## config.mk

```make
export PLATFORM = sky130hd
export DESIGN_NAME = rle8_bitmap_decoder
export DESIGN_NICKNAME = d
export VERILOG_FILES = /design/src/rle8_pkg.sv /design/src/rle8_ram.sv /design/src/rle8_queue.sv /design/src/rle8_front.sv /design/src/rle8_back.sv /design/src/rle8_bitmap_decoder.sv
export VERILOG_INCLUDE_DIRS = /design/src /design/src/src
export SDC_FILE = /design/constraint.sdc
export NUM_CORES = 2
export LEC_CHECK = 0
export BUFFER_PORTS_ARGS = -buffer_cell sky130_fd_sc_hd__buf_2
export CORE_MARGIN = 2
export CORE_UTILIZATION = 55
export CTS_BUF_LIST = sky130_fd_sc_hd__clkbuf_4
export DETAILED_ROUTE_END_ITERATION = 10
export PLACE_DENSITY = 0.74
export SETUP_SLACK_MARGIN = 0.4
export SLEW_MARGIN = 15
export SYNTH_ARGS = -nofsm -noshare
export SYNTH_HDL_FRONTEND = slang
export SYNTH_HIERARCHICAL = 1
export SYNTH_SLANG_ARGS = --single-unit
```

## constraint.sdc

```tcl
create_clock -name clk -period 5.2 [get_ports clk]
set_input_delay 0.78 -clock clk [delete_from_list [all_inputs] [get_ports clk]]
set_output_delay 0.78 -clock clk [all_outputs]
set_load 0.02 [all_outputs]
```

## src/assert_macros.svh

```systemverilog
// Assertion macros for the block's RTL, included by its top level.
`ifndef ASSERT_MACROS_SVH
`define ASSERT_MACROS_SVH

// Check a property on every rising edge of clk, off while rst is high.
`define RLE_ASSERT(lbl, prop, msg) \
  lbl: assert property (@(posedge clk) disable iff (rst) (prop)) else $error(msg);

// Check that a condition never holds on a rising edge of clk, off while rst is high.
`define RLE_NEVER(lbl, cond, msg) \
  lbl: assert property (@(posedge clk) disable iff (rst) !(cond)) else $error(msg);

`endif

```

## src/rle8_pkg.sv

```systemverilog
// Shared types and constants of the run-length bitmap decoder.
`default_nettype none

package rle8_pkg;

  localparam int OFFSET_BITS = 24;
  localparam int OUT_OFFSET_BITS = 24;

  localparam int QDEPTH = 4;
  localparam int QPTR_BITS = $clog2(QDEPTH);
  localparam int QCNT_BITS = $clog2(QDEPTH + 1);

  localparam int MAP_DEPTH = 256;

  localparam logic [1:0] CMD_BYTE  = 2'd0;
  localparam logic [1:0] CMD_MAP   = 2'd1;
  localparam logic [1:0] CMD_START = 2'd2;
  localparam logic [1:0] CMD_SPARE = 2'd3;

  localparam logic [7:0] ESC_MARK  = 8'd0;
  localparam logic [7:0] ESC_EOL   = 8'd0;
  localparam logic [7:0] ESC_EOI   = 8'd1;
  localparam logic [7:0] ESC_DELTA = 8'd2;

  localparam logic [1:0] REG_ROW_WIDTH = 2'd0;
  localparam logic [1:0] REG_ROW_PITCH = 2'd1;
  localparam logic [1:0] REG_PERMUTE   = 2'd2;

  localparam logic [2:0] OP_EMIT    = 3'd0;
  localparam logic [2:0] OP_ADVANCE = 3'd1;
  localparam logic [2:0] OP_EOI     = 3'd2;
  localparam logic [2:0] OP_MAPWR   = 3'd3;
  localparam logic [2:0] OP_START   = 3'd4;

  typedef struct packed {
    logic [2:0]             kind;
    logic [OFFSET_BITS-1:0] amount;
    logic [7:0]             data;
    logic [7:0]             run;
    logic [7:0]             index;
  } op_t;

  typedef struct packed {
    logic [15:0] row_width;
    logic [15:0] row_pitch;
    logic        permute_enable;
  } cfg_t;

  typedef struct packed {
    logic                 full;
    logic                 empty;
    logic [QCNT_BITS-1:0] level;
  } q_status_t;

endpackage

`default_nettype wire

```

## src/rle8_ram.sv

```systemverilog
// Generic single-write, single-read RAM with registered read data.
`default_nettype none

module rle8_ram #(
  parameter int WIDTH = 8,
  parameter int DEPTH = 256
) (
  input  wire logic                     clk,
  input  wire logic                     we,
  input  wire logic [$clog2(DEPTH)-1:0] waddr,
  input  wire logic [WIDTH-1:0]         wdata,
  input  wire logic                     re,
  input  wire logic [$clog2(DEPTH)-1:0] raddr,
  output      logic [WIDTH-1:0]         rdata
);

  logic [WIDTH-1:0] mem [DEPTH];

  always_ff @(posedge clk) begin
    if (we) begin
      mem[waddr] <= wdata;
    end
    if (re) begin
      rdata <= mem[raddr];
    end
  end

endmodule

`default_nettype wire

```

## src/rle8_queue.sv

```systemverilog
// Short operation queue between the parser and the write stage.
`default_nettype none

module rle8_queue import rle8_pkg::*; (
  input  wire logic      clk,
  input  wire logic      rst,
  input  wire logic      push,
  input  wire op_t       push_op,
  input  wire logic      pop,
  output      op_t       head,
  output      q_status_t status
);

  op_t                  slots [QDEPTH];
  logic [QPTR_BITS-1:0] wr_ptr;
  logic [QPTR_BITS-1:0] rd_ptr;
  logic [QCNT_BITS-1:0] level;

  always_ff @(posedge clk) begin
    if (rst) begin
      wr_ptr <= '0;
      rd_ptr <= '0;
      level  <= '0;
    end else begin
      if (push) begin
        wr_ptr <= wr_ptr + 1'b1;
      end
      if (pop) begin
        rd_ptr <= rd_ptr + 1'b1;
      end
      if (push && !pop) begin
        level <= level + 1'b1;
      end else if (pop && !push) begin
        level <= level - 1'b1;
      end
    end
  end

  always_ff @(posedge clk) begin
    if (push) begin
      slots[wr_ptr] <= push_op;
    end
  end

  assign head         = slots[rd_ptr];
  assign status.level = level;
  assign status.full  = (level == QCNT_BITS'(QDEPTH));
  assign status.empty = (level == '0);

endmodule

`default_nettype wire

```

## src/rle8_front.sv

```systemverilog
// Stream parser: accepts words and turns them into queue operations.
`default_nettype none

module rle8_front import rle8_pkg::*; (
  input  wire logic       clk,
  input  wire logic       rst,
  input  wire cfg_t       cfg,
  input  wire logic       accept,
  input  wire logic [1:0] command,
  input  wire logic [7:0] rle_byte,
  input  wire logic [7:0] map_index,
  input  wire logic [7:0] map_value,
  output      logic       push,
  output      op_t        push_op
);

  localparam logic [2:0] PH_COUNT  = 3'd0;
  localparam logic [2:0] PH_VALUE  = 3'd1;
  localparam logic [2:0] PH_ESCAPE = 3'd2;
  localparam logic [2:0] PH_DX     = 3'd3;
  localparam logic [2:0] PH_DY     = 3'd4;
  localparam logic [2:0] PH_ABS    = 3'd5;
  localparam logic [2:0] PH_PAD    = 3'd6;
  localparam logic [2:0] PH_DONE   = 3'd7;

  logic [2:0]  phase;
  logic [2:0]  phase_next;
  logic [7:0]  held_count;
  logic [7:0]  held_count_next;
  logic [7:0]  absolute_left;
  logic [7:0]  absolute_left_next;
  logic        pad_pending;
  logic        pad_pending_next;
  logic [16:0] eol_diff;
  logic [23:0] dy_product;

  assign eol_diff   = {1'b0, cfg.row_pitch} - {1'b0, cfg.row_width};
  assign dy_product = 24'(rle_byte) * 24'(cfg.row_pitch);

  always_comb begin
    phase_next         = phase;
    held_count_next    = held_count;
    absolute_left_next = absolute_left;
    pad_pending_next   = pad_pending;
    push               = 1'b0;
    push_op            = '0;
    if (accept) begin
      case (command)
        CMD_MAP: begin
          push          = 1'b1;
          push_op.kind  = OP_MAPWR;
          push_op.data  = map_value;
          push_op.index = map_index;
        end
        CMD_START: begin
          phase_next         = PH_COUNT;
          held_count_next    = '0;
          absolute_left_next = '0;
          pad_pending_next   = 1'b0;
          push               = 1'b1;
          push_op.kind       = OP_START;
        end
        CMD_BYTE: begin
          case (phase)
            PH_COUNT: begin
              if (rle_byte == ESC_MARK) begin
                phase_next = PH_ESCAPE;
              end else begin
                held_count_next = rle_byte;
                phase_next      = PH_VALUE;
              end
            end
            PH_VALUE: begin
              push           = 1'b1;
              push_op.kind   = OP_EMIT;
              push_op.data   = rle_byte;
              push_op.run    = held_count;
              push_op.amount = OFFSET_BITS'(held_count);
              phase_next     = PH_COUNT;
            end
            PH_ESCAPE: begin
              case (rle_byte)
                ESC_EOL: begin
                  push           = 1'b1;
                  push_op.kind   = OP_ADVANCE;
                  push_op.amount = OFFSET_BITS'($signed(eol_diff));
                  phase_next     = PH_COUNT;
                end
                ESC_EOI: begin
                  push         = 1'b1;
                  push_op.kind = OP_EOI;
                  phase_next   = PH_DONE;
                end
                ESC_DELTA: begin
                  phase_next = PH_DX;
                end
                default: begin
                  absolute_left_next = rle_byte;
                  pad_pending_next   = rle_byte[0];
                  phase_next         = PH_ABS;
                end
              endcase
            end
            PH_DX: begin
              push           = 1'b1;
              push_op.kind   = OP_ADVANCE;
              push_op.amount = OFFSET_BITS'(rle_byte);
              phase_next     = PH_DY;
            end
            PH_DY: begin
              push           = 1'b1;
              push_op.kind   = OP_ADVANCE;
              push_op.amount = OFFSET_BITS'(dy_product);
              phase_next     = PH_COUNT;
            end
            PH_ABS: begin
              push               = 1'b1;
              push_op.kind       = OP_EMIT;
              push_op.data       = rle_byte;
              push_op.run        = 8'd1;
              push_op.amount     = OFFSET_BITS'(1);
              absolute_left_next = absolute_left - 8'd1;
              if (absolute_left_next == 8'd0) begin
                phase_next = pad_pending ? PH_PAD : PH_COUNT;
              end
            end
            PH_PAD: begin
              pad_pending_next = 1'b0;
              phase_next       = PH_COUNT;
            end
            default: begin
            end
          endcase
        end
        default: begin
        end
      endcase
    end
  end

  always_ff @(posedge clk) begin
    if (rst) begin
      phase         <= PH_COUNT;
      held_count    <= '0;
      absolute_left <= '0;
      pad_pending   <= 1'b0;
    end else begin
      phase         <= phase_next;
      held_count    <= held_count_next;
      absolute_left <= absolute_left_next;
      pad_pending   <= pad_pending_next;
    end
  end

endmodule

`default_nettype wire

```

## src/rle8_back.sv

```systemverilog
// Write stage: tracks the offset, looks up colours and drives result words.
`default_nettype none

module rle8_back import rle8_pkg::*; (
  input  wire logic                       clk,
  input  wire logic                       rst,
  input  wire cfg_t                       cfg,
  input  wire op_t                        head,
  input  wire q_status_t                  q_status,
  output      logic                       pop,
  output      logic                       out_valid,
  input  wire logic                       out_ready,
  output      logic [OUT_OFFSET_BITS-1:0] write_offset,
  output      logic [7:0]                 pixel,
  output      logic [7:0]                 run_length,
  output      logic                       end_of_image
);

  logic [OFFSET_BITS-1:0] offset;
  logic                   s1_valid;
  logic [OFFSET_BITS-1:0] s1_offset;
  logic [7:0]             s1_data;
  logic [7:0]             s1_run;
  logic                   s1_eoi;
  logic                   s1_map;
  logic                   s1_go;
  logic                   out_free;
  logic                   head_emit;
  logic                   head_eoi;
  logic [7:0]             map_rdata;

  assign out_free  = !out_valid || out_ready;
  assign s1_go     = s1_valid && out_free;
  assign pop       = !q_status.empty && (!s1_valid || s1_go);
  assign head_emit = (head.kind == OP_EMIT);
  assign head_eoi  = (head.kind == OP_EOI);

  rle8_ram #(
    .WIDTH(8),
    .DEPTH(MAP_DEPTH)
  ) u_color_map (
    .clk  (clk),
    .we   (pop && (head.kind == OP_MAPWR)),
    .waddr(head.index),
    .wdata(head.data),
    .re   (pop && head_emit),
    .raddr(head.data),
    .rdata(map_rdata)
  );

  always_ff @(posedge clk) begin
    if (rst) begin
      offset    <= '0;
      s1_valid  <= 1'b0;
      out_valid <= 1'b0;
    end else begin
      if (pop) begin
        case (head.kind)
          OP_EMIT, OP_ADVANCE: offset <= offset + head.amount;
          OP_START:            offset <= '0;
          default: begin
          end
        endcase
        s1_valid <= head_emit || head_eoi;
      end else if (s1_go) begin
        s1_valid <= 1'b0;
      end
      if (s1_go) begin
        out_valid <= 1'b1;
      end else if (out_ready) begin
        out_valid <= 1'b0;
      end
    end
  end

  always_ff @(posedge clk) begin
    if (pop) begin
      s1_offset <= offset;
      s1_data   <= head_eoi ? 8'd0 : head.data;
      s1_run    <= head_eoi ? 8'd0 : head.run;
      s1_eoi    <= head_eoi;
      s1_map    <= head_emit && cfg.permute_enable;
    end
    if (s1_go) begin
      write_offset <= OUT_OFFSET_BITS'(s1_offset);
      pixel        <= s1_map ? map_rdata : s1_data;
      run_length   <= s1_run;
      end_of_image <= s1_eoi;
    end
  end

endmodule

`default_nettype wire

```

## src/rle8_bitmap_decoder.sv

```systemverilog
// Top level of the 8-bit run-length bitmap decoder.
//
//   channel  direction  handshake              payload
//   in       sink       in_valid / in_ready    command, rle_byte, map_index, map_value
//   out      source     out_valid / out_ready  write_offset, pixel, run_length, end_of_image
//   cfg      sink       cfg_valid / cfg_ready  cfg_index, cfg_data
//
// One word per cycle is taken while in_ready is high; the parser does a single small update per word.
// A result passes through a queue slot, the colour lookup and the output register.
// Synchronous reset clears parser, queue, offset, config and valid flags, not the colour map.
// A four-entry queue lets the parser run on while the output stalls; in_ready drops when full.
`default_nettype none

`include "assert_macros.svh"

module rle8_bitmap_decoder import rle8_pkg::*; (
  input  wire logic                       clk,
  input  wire logic                       rst,
  input  wire logic                       in_valid,
  output      logic                       in_ready,
  input  wire logic [1:0]                 command,
  input  wire logic [7:0]                 rle_byte,
  input  wire logic [7:0]                 map_index,
  input  wire logic [7:0]                 map_value,
  output      logic                       out_valid,
  input  wire logic                       out_ready,
  output      logic [OUT_OFFSET_BITS-1:0] write_offset,
  output      logic [7:0]                 pixel,
  output      logic [7:0]                 run_length,
  output      logic                       end_of_image,
  input  wire logic                       cfg_valid,
  output      logic                       cfg_ready,
  input  wire logic [1:0]                 cfg_index,
  input  wire logic [15:0]                cfg_data
);

  cfg_t      cfg;
  logic      push;
  op_t       push_op;
  logic      pop;
  op_t       head;
  q_status_t q_status;

  assign cfg_ready = 1'b1;
  assign in_ready  = !q_status.full;

  always_ff @(posedge clk) begin
    if (rst) begin
      cfg <= '0;
    end else if (cfg_valid && cfg_ready) begin
      case (cfg_index)
        REG_ROW_WIDTH: cfg.row_width      <= cfg_data;
        REG_ROW_PITCH: cfg.row_pitch      <= cfg_data;
        REG_PERMUTE:   cfg.permute_enable <= cfg_data[0];
        default: begin
        end
      endcase
    end
  end

  rle8_front u_front (
    .clk      (clk),
    .rst      (rst),
    .cfg      (cfg),
    .accept   (in_valid && in_ready),
    .command  (command),
    .rle_byte (rle_byte),
    .map_index(map_index),
    .map_value(map_value),
    .push     (push),
    .push_op  (push_op)
  );

  rle8_queue u_queue (
    .clk    (clk),
    .rst    (rst),
    .push   (push),
    .push_op(push_op),
    .pop    (pop),
    .head   (head),
    .status (q_status)
  );

  rle8_back u_back (
    .clk         (clk),
    .rst         (rst),
    .cfg         (cfg),
    .head        (head),
    .q_status    (q_status),
    .pop         (pop),
    .out_valid   (out_valid),
    .out_ready   (out_ready),
    .write_offset(write_offset),
    .pixel       (pixel),
    .run_length  (run_length),
    .end_of_image(end_of_image)
  );

  `RLE_ASSERT(a_queue_bound, q_status.level <= QCNT_BITS'(QDEPTH), "queue level beyond depth")
  `RLE_NEVER(a_no_push_full, push && q_status.full && !pop, "push into a full queue")
  `RLE_NEVER(a_eoi_fields, out_valid && end_of_image && |{run_length, pixel}, "end word with data")
  `RLE_NEVER(a_run_nonzero, out_valid && !end_of_image && run_length == 8'd0, "zero-length run")

endmodule

`default_nettype wire
```

* After elaboration in Yosys (flattened, before gate mapping)
Memories as Yosys holds them, arrays and structs flattened. A register that Yosys moved wholly into a read port is not among the register bits. Cells that the tools add are included.
Storage, ports and cells: register bits 169, RAM bits 2252, input port bits 49, output and inout port bits 44, logic and storage cells 142, memories 2
Memory list:
- u_back.u_color_map.mem | words 256, bits a word 8, rd ports 1, clocked after memory_dff 1, write ports 1, RTL line rle8_ram.sv:17 | logic [WIDTH-1:0] mem [DEPTH];
- u_queue.slots | words 4, bits a word 51, rd ports 1, clocked after memory_dff 1, write ports 1, RTL line rle8_queue.sv:14 | op_t slots [QDEPTH];
Cells by class: $add $sub $neg 7, multipliers 1, eq/ne operators 24, muxes and demuxes 43, reductions and logical operators 43
Operators with widths (count):
- case mux 27 bit (5 select lines) | 1
- case mux 8 bit (2 select lines) | 4
- 2-to-1 mux 51 bit | 1
- 2-to-1 mux 24 bit | 2
- 2-to-1 mux 8 bit | 6
- case mux 24 bit (2 select lines) | 1
- case mux 16 bit (2 select lines) | 1
- adder 24 bit | 1
- multiplier 8 x 16 -> 24 bit | 1
- case mux 3 bit (3 select lines) | 2
- subtractor 16 x 16 -> 17 bit | 1
- logical NOT 8 bit | 2
- AND reduction 4 bit | 4
- equality test 3 bit (second input constant) | 5
- case mux 3 bit (5 select lines) | 1
- equality test 3 x 2 -> 1 bit (second input constant) | 4
- 2-to-1 mux 3 bit | 4
- 2-to-1 mux 1 bit | 11
- nonzero test 2 bit | 5
- logical NOT 3 bit | 3
- != test 3 bit (second input constant) | 3
- equality test 8 x 1 -> 1 bit (second input constant) | 1
- equality test 8 x 2 -> 1 bit (second input constant) | 1
- logical AND 1 bit | 8
- 21 further kinds | 45

* Longest topological paths before layout
depth after elaboration 10, mapped depth 20, mapped depth without buffers 17

* Cells and area by module
Netlist, hierarchy kept.
By module, submodules not included:
- rle8_ram | instances 1, cells an instance 3733, area an instance 79636.4 um^2, sequential area each 61739.2 um^2
- rle8_queue | instances 1, cells an instance 311, area an instance 7847.5 um^2, sequential area each 6306.0 um^2
- rle8_front | instances 1, cells an instance 894, area an instance 6906.6 um^2, sequential area each 400.4 um^2
- rle8_back | instances 1, cells an instance 381, area an instance 4859.7 um^2, sequential area each 3012.9 um^2
- rle8_bitmap_decoder | instances 1, cells an instance 133, area an instance 1408.9 um^2, sequential area each 660.6 um^2

* Worst setup path after synthesis
OpenSTA, ideal clock, no wires.
path type input -> register, start input rle_byte[6], end memory u_queue/slots[0][45] (netlist name) (data pin), library setup time 291 ps, arrival 5359 ps, required time 4909 ps, slack -450 ps, cell stages on the path 18, path buffers 2, cell sequence clkbuf_1 -> clkbuf_1 -> nand2_1 -> fa_1 -> fa_1 -> inv_1 -> fa_1 -> inv_1 -> fa_1 -> inv_1 -> ha_1 -> a21oi_1 -> o22ai_1 -> o31a_1 -> a41o_1 -> a221oi_1 -> xor2_1 -> o21ai_0
RTL lines:
- start, declared | RTL line rle8_bitmap_decoder.sv:22 | input wire logic [7:0] rle_byte,
- end, declared | RTL line rle8_queue.sv:14

==> parameters.txt <==
Parameter                              Value

Status
  Status    complete, no violations

Setup path
  Data required time of the worst path    6.23 ns
  Crit path largest cell delay    0.53 ns
  Kind of cell adding the most delay to the critical path    adder cells
  Number of logic stages on the critical path including buffering    16
  Most repeated library cell on the critical path    fa_1
  Maximum fanout encountered on the critical timing path    6
  CP max stage cell    fa_1
  Count of buffering cells on the critical path with inverters included    3
  Data arrival time of the critical path    5.70 ns
  Classification of the worst setup path    reg2reg
  Critical path startpoint category    flop
  Critical Path End Type    flop
  Cell chain of the critical path    buf_6 > and2_4 > fa_1 > fa_1 > fa_1 > inv_2 > fa_1 > inv_2 > ha_4 > a21o_1 > a21o_1 > a21bo_2 > a41o_1 > a221oi_2 > xor2_1 > o21ai_2
  Depth of the worst register-to-register path    16

Clock tree
  Number of buffers created by CTS    603
  Clock sink total    2431
  Clock latency of the later-clocked register in the worst-skew pair    1.38 ns
  Root Buffer Master    clkbuf_4
  TritonCTS clock tree    done
  H-tree levels    6
  Clock-pin slew on the worst setup and hold paths    0.07 ns
  Buffers from clock root to sink, at most    4

Min path
  Number of cells on the worst hold path    3
  Tightest Hold Check Type    in2reg

Yosys
  Number of nets in the synthesized netlist    5685
  Yosys Warn Count    6
  Synthesized netlist cell count    5452
  Flops & latches, synth    2431
  Post-synth EDFFs    2343
  FFs w/ async S/R, synth    0%
  Synthesized cell area    101000 um2
  Portion of the post-synthesis area used by sequential elements    71.6%
  Dominant synthesized flop cell    edfxtp_1
  Average footprint of a synthesized cell    18.5 um2
  Post-synthesis cell type count    97

Route
  Wire length after detailed routing    240 mm
  Via-to-Cell Ratio    6.21
  Post-route antenna net violation count    0
  Post-detailed-route wirelength per cell    26.7 um
  Final routed DRC violation total    0
  Via count of the routed design    55800
  Number of DRC markers after the initial detailed-route iteration    6575
  Count of TritonRoute iterations in the first routing pass    6

Die
  Number of placed I/O pins    93
  Row count    157
  Die X-Extent    432 um
  Die area    186000 um2
  Floorplan Core Area    182000 um2
  Die boundary height    432 um
  Effective utilization at floorplan    55.2%

STA
  Worst hold slack    0.118 ns
  Slew at the pin with the worst max-slew slack    1.21 ns
  Slew HR    18.6%
  # setup viols final    0
  Worst-case clock skew    0.103 ns
  Achievable frequency    214 MHz
  Post-route fraction of the period consumed by the critical path    89.9%
  Min Clock Period, post-route    4.67 ns
  Number of pins exceeding their max-slew limit in the final report    0
  Hold Vio Cnt, Final    0
  RSZ-0062 raised after global routing    yes

Placement
  Area of placed instances    105000 um2
  HPWL Detailed    153 mm
  Port buffer count    91
  Total placed cells including tap cells    7938
  Final RePlAce weighted congestion    0.916

Finish
  Number of nets at the end of the flow    6446
  Layout cell share with drive strength beyond 1    29.6%
  Area added between synthesis and finish    12.4%
  Share of the core filled with cells in the final layout    62.0%
  FF+latch area    72200 um2
  Final Instance Count excl. Fillers    8986
  Total area of multi-input combinational cells    26400 um2
  Post-route cell area    113000 um2
  Fill cells    12700

Global route
  Number of antenna violations at the first check in global routing    10
  Global-route wire length before repair    357 mm
  Pin count of the biggest net entering global routing    119
  Global-route usage over all layers    25.9%
  Number of global-route vias before repair    56600
  Grt ovf    0

Power and ir drop
  Leakage power    0.0380 uW
  Maximum vdd ir drop    355 uV
  Power density of the placed cells    498 nW/um2
  Final Total Pwr    56400 uW

Job
  Max Cap Violations    0
-- final timing paths --
path                             start                 endpoint  slack, ns
hold / removal            map_value[2]     u_queue/slots[0][18]       0.12
setup reg to reg               cfg[13]     u_queue/slots[2][45]       0.53
hold reg to reg   u_back/s1_offset[13]  u_back/write_offset[13]       0.41
setup / recovery               cfg[13]     u_queue/slots[2][45]       0.53
-- layout make-up --
cell class | instances | area share [%]
tap | 2385 | 2.64
multi-input combinational | 2560 | 23.4
timing repair buffer | 473 | 3.39
clock buffer | 849 | 5.63
sequential | 2431 | 63.8
antenna | 11 | 0.0243
inverter | 144 | 0.481
clock inverter | 133 | 0.715
-- timing repair --
| item | 4_1_cts | 5_1_grt |
|---|---|---|
| endpoints found under the hold margin | 104 | 0 |
| buffers inserted | 0 | 14 |
| gates resized for setup | 11 | 39 |
| pin swaps | 0 | 14 |
| setup endpoints to repair | 16 | 36 |
| hold buffers | 41 | 0 |
-- report_power, final --
| part | switching (uW) | total (uW) | internal, uW | leakage [uW] |
|---|---|---|---|---|
| registers | 268 | 24500 | 24200 | 0.0220 |
| clock network | 7310 | 15300 | 8010 | 0.00433 |
| logic | 10500 | 16600 | 6120 | 0.0117 |
-- synth_stat cells, drive strengths merged, types with 28 or more instances --
master / n / area [um2]
nand2b: 65 / 407
nor3: 38 / 190
nand3: 60 / 305
o21ai: 71 / 355
o22ai: 41 / 257
xnor2: 35 / 307
o221ai: 48 / 427
inv: 143 / 537
a22oi: 149 / 1120
nor4: 34 / 231
edfxtp: 2343 / 70400
ha: 97 / 1210
dfxtp: 88 / 1760
xor2: 28 / 245
nor2: 371 / 1390
and2: 129 / 807
nand2: 126 / 475
nor2b: 55 / 344
mux4: 507 / 11400
fa: 87 / 1740
clkbuf: 172 / 647
mux2i: 176 / 1760
a21oi: 181 / 913
buf: 145 / 1240
-- metal layers --
layer | share of wire [%] | wire, um | GRT usage [%] | vias up
li1 | - | - | - | 23700
met1 | 38 | 91600 | 35.2 | 28600
met2 | 48 | 115000 | 40.4 | 3011
met3 | 10 | 24900 | 6.75 | 505
met4 | 3.3 | 7930 | 9.85 | 4
met5 | 0.013 | 32 | 0 | -
-- worst min-delay path: stages --
cell     delay, ns
buf_2         0.12
a22oi_1       0.14
nor2_1        0.24
-- state kept, by name, summed over array words and instances, names as in the netlist, named ones only --
signal and cells:
u_queue/slots 204, u_front/pad_pending 1, u_back/u_color_map/rdata 8, u_back/s1_eoi 1, u_back/s1_map 1, u_back/s1_run 8, u_back/u_color_map/mem 2048, u_front/phase 3
u_back/out_valid 1, u_queue/wr_ptr 2, u_back/s1_valid 1, u_back/write_offset 24, u_back/pixel 8, u_back/end_of_image 1, u_front/held_count 8, cfg 33
u_queue/level 3, u_back/run_length 8, u_back/s1_offset 24, u_queue/rd_ptr 2, u_back/s1_data 8, u_front/absolute_left 8, u_back/offset 24
-- placed cells by master, fill, tap and decap left out, types with 32 or more instances in the layout --
master	Yosys	routed
clkinv_1	1	91
dlygate4sd3_1	0	41
nor2_1	371	368
and2_1	128	115
nand2b_1	65	65
edfxtp_1	2343	2343
a21oi_1	179	174
nand3_1	59	58
xnor2_1	35	35
mux2i_1	176	176
nor3_1	38	36
o221ai_1	47	47
o21ai_0	57	46
ha_1	97	87
o22ai_1	41	41
dfxtp_1	88	73
inv_1	143	135
nand2_1	125	119
mux4_2	504	496
buf_4	28	307
nor2b_1	55	51
a22oi_1	149	149
buf_12	13	32
clkbuf_4	0	850
buf_2	43	90
fa_1	87	85
-- kinds of logic after synthesis --
family	count (synthesis)	synth area share, %
DFF	2431	71.6
xor gates and xnor gates	63	0.548
other	1	0.00373
muxes	697	13.3
AOI/OAI and AO/OA	661	4.51
and+or+nand+nor	954	4.68
buffers and inverters	461	2.41
adders and majority gates	184	2.94
-- through the flow --
stage / setup TNS (ns) / worst slack [ns]
after floorplan: 0 / 0.146
after global placement: -2.46 / -0.167
after detailed placement: -3.89 / -0.222
after CTS: 0 / 0.403
after global routing: 0 / 0.351
final: 0 / 0.527
Power figures use the tool's default switching activity.
